==> config.mk <==
export PLATFORM = sky130hd
export DESIGN_NAME = tss_ctrl
export DESIGN_NICKNAME = d
export VERILOG_FILES = /design/src/rtl/tss_pkg.sv /design/src/rtl/tss_ctrl.sv
export VERILOG_INCLUDE_DIRS = /design/src /design/src/rtl
export SDC_FILE = /design/constraint.sdc
export NUM_CORES = 1
export LEC_CHECK = 0
export BUFFER_PORTS_ARGS = -buffer_cell sky130_fd_sc_hd__buf_2
export CORE_MARGIN = 2
export CORE_UTILIZATION = 54
export CTS_BUF_LIST = sky130_fd_sc_hd__clkbuf_4
export CTS_CLUSTER_DIAMETER = 50
export CTS_CLUSTER_SIZE = 30
export DETAILED_ROUTE_END_ITERATION = 16
export PLACE_DENSITY = 0.92
export SYNTH_ARGS = -nofsm -noshare
export SYNTH_HDL_FRONTEND = slang
export SYNTH_SLANG_ARGS = --single-unit
==> constraint.sdc <==
create_clock -name clk -period 2.26 [get_ports clk]
set_input_delay 0.565 -clock clk [delete_from_list [all_inputs] [get_ports clk]]
set_output_delay 0.565 -clock clk [all_outputs]
set_load 0.02 [all_outputs]
==> src/rtl/tridiagonal_system_solver_assert.svh <==
// Assertion macros for the tridiagonal solver RTL.
`ifndef TRIDIAGONAL_SYSTEM_SOLVER_ASSERT_SVH
`define TRIDIAGONAL_SYSTEM_SOLVER_ASSERT_SVH
`ifndef SYNTHESIS
`define TSS_ASSERT(label, clk, rst_n, prop) \
	label: assert property (@(posedge clk) disable iff (!rst_n) prop) \
		else $error("tss assertion failed");
`define TSS_ASSERT_ALWAYS(label, clk, prop) \
	label: assert property (@(posedge clk) prop) \
		else $error("tss assertion failed");
`else
`define TSS_ASSERT(label, clk, rst_n, prop)
`define TSS_ASSERT_ALWAYS(label, clk, prop)
`endif
`endif

==> src/rtl/tss_pkg.sv <==
// Shared types, states and saturation helper of the tridiagonal solver.
package tss_pkg;
	localparam int DW = 32;

	typedef enum logic [3:0] {
		S_IDLE,
		S_MULP,
		S_MULQ,
		S_NUM,
		S_DIV,
		S_STORE,
		S_BK_RD,
		S_BK_MUL,
		S_BK_ADD,
		S_BK_OUT
	} state_t;

	typedef struct packed {
		logic load;
		logic mul_p;
		logic mul_q;
		logic div_start;
		logic store;
		logic last;
		logic clear_run;
		logic bk_read;
		logic bk_mul;
		logic bk_add;
		logic first;
	} cmd_t;

	typedef struct packed {
		logic div_done;
		logic pivot_zero;
	} sts_t;

	function automatic logic signed [DW-1:0] sat32(input logic signed [63:0] v);
		logic signed [63:0] hi;
		logic signed [63:0] lo;
		hi = 64'sh0000_0000_7FFF_FFFF;
		lo = -64'sh0000_0000_8000_0000;
		if (v > hi) begin
			sat32 = {1'b0, {(DW-1){1'b1}}};
		end else if (v < lo) begin
			sat32 = {1'b1, {(DW-1){1'b0}}};
		end else begin
			sat32 = v[DW-1:0];
		end
	endfunction
endpackage

==> src/rtl/tss_ctrl.sv <==
// Controller: row sequencing, row count, run flags and result handshake.
`include "tridiagonal_system_solver_assert.svh"
module tss_ctrl #(
	parameter int MAX_ROWS = 64,
	parameter int AW       = 6
) (
	input  logic             clk,
	input  logic             arst_n,
	input  logic             in_valid,
	output logic             in_ready,
	input  logic             last_row,
	output logic             out_valid,
	input  logic             out_ready,
	output logic [5:0]       row_index,
	output logic             final_element,
	output logic             singular,
	output logic             overflowed,
	input  tss_pkg::sts_t    sts,
	output tss_pkg::cmd_t    cmd,
	output logic [AW-1:0]    wr_addr,
	output logic [AW-1:0]    rd_addr
);
	localparam int CW = $clog2(MAX_ROWS + 1);

	tss_pkg::state_t state_q, state_d;
	logic [CW-1:0]   rows_q;
	logic [AW-1:0]   idx_q;
	logic            first_q, last_q, sing_q, ovf_q;
	logic            full;

	assign full = (rows_q == CW'(MAX_ROWS));

	always_comb begin
		state_d = state_q;
		case (state_q)
			tss_pkg::S_IDLE: begin
				if (in_valid) begin
					if (!full) begin
						state_d = tss_pkg::S_MULP;
					end else if (last_row) begin
						state_d = tss_pkg::S_BK_RD;
					end
				end
			end
			tss_pkg::S_MULP:   state_d = tss_pkg::S_MULQ;
			tss_pkg::S_MULQ:   state_d = tss_pkg::S_NUM;
			tss_pkg::S_NUM:    state_d = tss_pkg::S_DIV;
			tss_pkg::S_DIV: begin
				if (sts.div_done) begin
					state_d = tss_pkg::S_STORE;
				end
			end
			tss_pkg::S_STORE:  state_d = last_q ? tss_pkg::S_BK_RD : tss_pkg::S_IDLE;
			tss_pkg::S_BK_RD:  state_d = tss_pkg::S_BK_MUL;
			tss_pkg::S_BK_MUL: state_d = tss_pkg::S_BK_ADD;
			tss_pkg::S_BK_ADD: state_d = tss_pkg::S_BK_OUT;
			tss_pkg::S_BK_OUT: begin
				if (out_ready) begin
					state_d = (idx_q == '0) ? tss_pkg::S_IDLE : tss_pkg::S_BK_RD;
				end
			end
			default: state_d = tss_pkg::S_IDLE;
		endcase
	end

	always_comb begin
		cmd           = '0;
		cmd.load      = (state_q == tss_pkg::S_IDLE) && in_valid;
		cmd.mul_p     = (state_q == tss_pkg::S_MULP);
		cmd.mul_q     = (state_q == tss_pkg::S_MULQ);
		cmd.div_start = (state_q == tss_pkg::S_NUM);
		cmd.store     = (state_q == tss_pkg::S_STORE);
		cmd.last      = last_q;
		cmd.clear_run = (state_q == tss_pkg::S_BK_OUT) && out_ready && (idx_q == '0);
		cmd.bk_read   = (state_q == tss_pkg::S_BK_RD);
		cmd.bk_mul    = (state_q == tss_pkg::S_BK_MUL);
		cmd.bk_add    = (state_q == tss_pkg::S_BK_ADD);
		cmd.first     = first_q;
		in_ready      = (state_q == tss_pkg::S_IDLE);
		out_valid     = (state_q == tss_pkg::S_BK_OUT);
	end

	always_ff @(posedge clk or negedge arst_n) begin
		if (!arst_n) begin
			state_q <= tss_pkg::S_IDLE;
			rows_q  <= '0;
			idx_q   <= '0;
			first_q <= 1'b0;
			last_q  <= 1'b0;
			sing_q  <= 1'b0;
			ovf_q   <= 1'b0;
		end else begin
			state_q <= state_d;
			if (cmd.load) begin
				last_q <= last_row;
				if (full) begin
					ovf_q <= 1'b1;
					if (last_row) begin
						idx_q   <= AW'(rows_q - CW'(1));
						first_q <= 1'b1;
					end
				end
			end
			if (cmd.store) begin
				rows_q <= rows_q + CW'(1);
				sing_q <= sing_q | sts.pivot_zero;
				if (last_q) begin
					idx_q   <= AW'(rows_q);
					first_q <= 1'b1;
				end
			end
			if (out_valid && out_ready) begin
				first_q <= 1'b0;
				if (idx_q == '0) begin
					rows_q <= '0;
					sing_q <= 1'b0;
					ovf_q  <= 1'b0;
				end else begin
					idx_q <= idx_q - AW'(1);
				end
			end
		end
	end

	assign wr_addr       = AW'(rows_q);
	assign rd_addr       = idx_q;
	assign row_index     = 6'(idx_q);
	assign final_element = (idx_q == '0);
	assign singular      = sing_q;
	assign overflowed    = ovf_q;

	`TSS_ASSERT(a_out_blocks_in, clk, arst_n, out_valid |-> !in_ready)
	`TSS_ASSERT(a_store_in_range, clk, arst_n, cmd.store |-> !full)
	`TSS_ASSERT(a_run_clears, clk, arst_n, cmd.clear_run |=> (rows_q == '0) && !sing_q && !ovf_q)
	`TSS_ASSERT_ALWAYS(a_rows_bound, clk, rows_q <= CW'(MAX_ROWS))
endmodule

==> results.toml <==
[sta]
fin_ws_ns = -0.0269
worst_slew_margin_rel = 0.689
fmax_mhz = 437
min_period_over_period = 1.01
setup_tns_ns = -0.0269
tightest_slew_ns = 0.467
slew_viol_final = 0
holdWs_ns = 0.193
fin_crit_ns = 2.29
fin_skew_ns = 0.00878
hold_violations = 0
rsz0062_at_grt = "true"
setup_viol = 1

[die]
num_io_pins = 41
die_w_um = 57.2
start_util = 0.560
die_h_um = 57.2
core_area_sq_um = 2730
rows = 19
die_area_sq_um = 3280

[cells_and_area]
nNetsFinal = 231
area_growth_syn_to_layout_pct = 22.6
drive_above_1_share = 0.399
diodes = 0
final_area_sq_um = 1880

[pwr]
vdd_drop_max_mv = 1.15
clkPwrFrac = 0.072
p_int_uw = 1400
seqPwrFrac = 0.266
power_density_nw_per_um2 = 1440
switching_share = 0.481
switchingPower_uw = 1300
p_comb_frac = 0.662
leakagePower_uw = 0.000900

[drt]
postRouteAntennaNets = 0
firstDrtPassIters = 5
via_per_inst = 5.92
drt-total-wl_mm = 3.62
drc_errors = 0
drtIter0Drc = 50
wl_per_cell_um = 14.5
vias = 1473

[grt]
met3_usage = 0.0340
grt_use_total = 0.231
grt_use_met2 = 0.397
overflow = 0
grt_pass1_wl_mm = 5.95
antenna_found_initial = 0
first_global_vias = 1358
grt_max_degree = 22
grtUsageMet1 = 0.296
top_usage_layer = "met2"

[worst_setup_path]
cp_max_fo = 3
worstPathRequired_ns = 1.69
r2r-end = "state_q[2]"
rr_startpoint = "state_q[0]"
r2r_slack_ns = 0.20
ff2ff_path_depth = 6
worstSetupPathType = "flip-flop to output port"
endpoint_kind = "output port"
setup.worst_path.start_class = "flip-flop"
arrival_ns = 1.72

[logic_synthesis]
synth.most_common_cell = "dfrtp_1"
synth_top_area_frac = 0.343
netlist_area_sq_um = 1530
synth_edf_count = 0
synthFlopType = "dfrtp_1"
ys_types = 45
yosysWarnings = 0
synth.largest_area_cell = "dfrtp_1"
syn_nets = 185
synth.area.top_cells = "dfrtp_1 (34%), buf_4 (6.9%), ha_1 (4.1%)"
ys_ff_latch = 21
synth_common_cells = "dfrtp_1 (21), nor2_1 (16), buf_4 (14)"
yosysSeqAreaShare = 0.343
async_flop_share = 1.00
postSynthAreaPerCell_sq_um = 8.85
syn_inst = 173

[run_status]
failed_checks = "negative setup slack"
outcome = "finished, violations left"

[clocking]
clockBufferDepth = 2
numCtsBuffers = 3
clk_latency_ns = 0.31
cts_tree = "built"
path_clk_slew_ns = 0.12
cts_root_buffer = "clkbuf_4"
clock-sinks = 21
htreeDepth = 1

[worst_hold_path]
hold_path.class = "primary input to asynchronous set/reset pin"

[placed_design]
gp_congestion = 0.968
dpl.hpwl_mm = 2.65
port_buffers = 40
dpl_cell_area_sq_um = 1730

[run]
maxCapViolations = 0
==> logic make-up after synthesis <==
group | share of synthesized area
DFF | 0.343
AOI/OAI and AO/OA | 0.146
muxes | 0.00981
buffers and inverters | 0.118
and+or+nand+nor | 0.285
adders and majority gates | 0.0409
xor gates and xnor gates | 0.0572
==> how the worst max path moves through the flow <==
| stage | end | from |
|---|---|---|
| 2_1_floorplan | cmd[4] | rd_addr[2] |
| 3_3_place_gp | cmd[4] | rd_addr[2] |
| 3_5_place_dp | cmd[4] | rd_addr[1] |
| 6_report | cmd[4] | rd_addr[2] |
| 4_1_cts | cmd[4] | rd_addr[2] |
| 5_1_grt | cmd[4] | rd_addr[1] |
==> stage by stage <==
| stage | worst slack (ns) | std cells | utilization | total power [uW] |
|---|---|---|---|---|
| after CTS | -0.0386 | 242 | 0.660 | 2560 |
| after global routing | -0.0674 | 249 | 0.686 | 2890 |
| final | -0.0269 | 249 | 0.686 | 2690 |
| after detailed placement | 0.176 | 236 | 0.634 | 2320 |
| after global placement | 0.226 | 236 | 0.634 | 2270 |
| after floorplan | 0.0213 | 173 | - | 1940 |
==> metal layers <==
layer / part of all wire / vias to the layer above
li1: - / 700
met3: 0.052 / 8
met1: 0.42 / 698
met2: 0.51 / 67
met4: 0.015 / 0
met5: 0 / -
==> power groups by stage <==
| stage | clock network [uW] | registers (uW) | logic, uW |
|---|---|---|---|
| final | 193 | 718 | 1780 |
| after global routing | 217 | 741 | 1930 |
| after CTS | 198 | 715 | 1650 |
| after detailed placement | 0 | 720 | 1600 |
| after global placement | 0 | 706 | 1570 |
| after floorplan | 0 | 805 | 1140 |
==> registers in the layout, summed over array words and instances (netlist names) <==
register and cells:
singular 1, rows_q 7, first_q 1, last_q 1
rd_addr 6, overflowed 1, state_q 4
==> worst max-delay path: stages, from the launching register on <==
cell     delay (ns)
dfrtp_1        0.40
or3_4          0.39
or3_4          0.37
nor2_4         0.13
buf_6          0.13
==> final cells by class <==
class / count / area, sq um
clock buffers: 4 / 30.0
repair buffers: 63 / 392
fillers: 211 / 858
well taps: 31 / 38.8
flip-flops and latches: 21 / 526
inverters: 10 / 40.0
multi-input cells: 120 / 850
==> placed cells by master, fill, tap and decap left out, types with 3 or more instances in the layout <==
cell type  count
ha_1           4
nand4_1        7
nor3b_1        3
xnor2_1        3
inv_1          7
and3_1         5
buf_2         37
nand2_1       12
a21oi_1        7
o221ai_1       4
dfrtp_1       21
xor2_1         7
buf_4         23
nand3_1        4
o21ai_0        4
nor2_1        15
clkbuf_4       4
buf_6          3
nor3_1         4
==> timing repair <==
item | CTS | global route
setup buffers | 2 | 7
pin swaps | 2 | 1
hold buffers | 0 | 0
endpoints found under the hold margin | 0 | 0
gates cloned | 0 | 0
gates resized for setup | 9 | 7
endpoints found under the setup margin | 3 | 3
(Power assumes the default switching activity.)
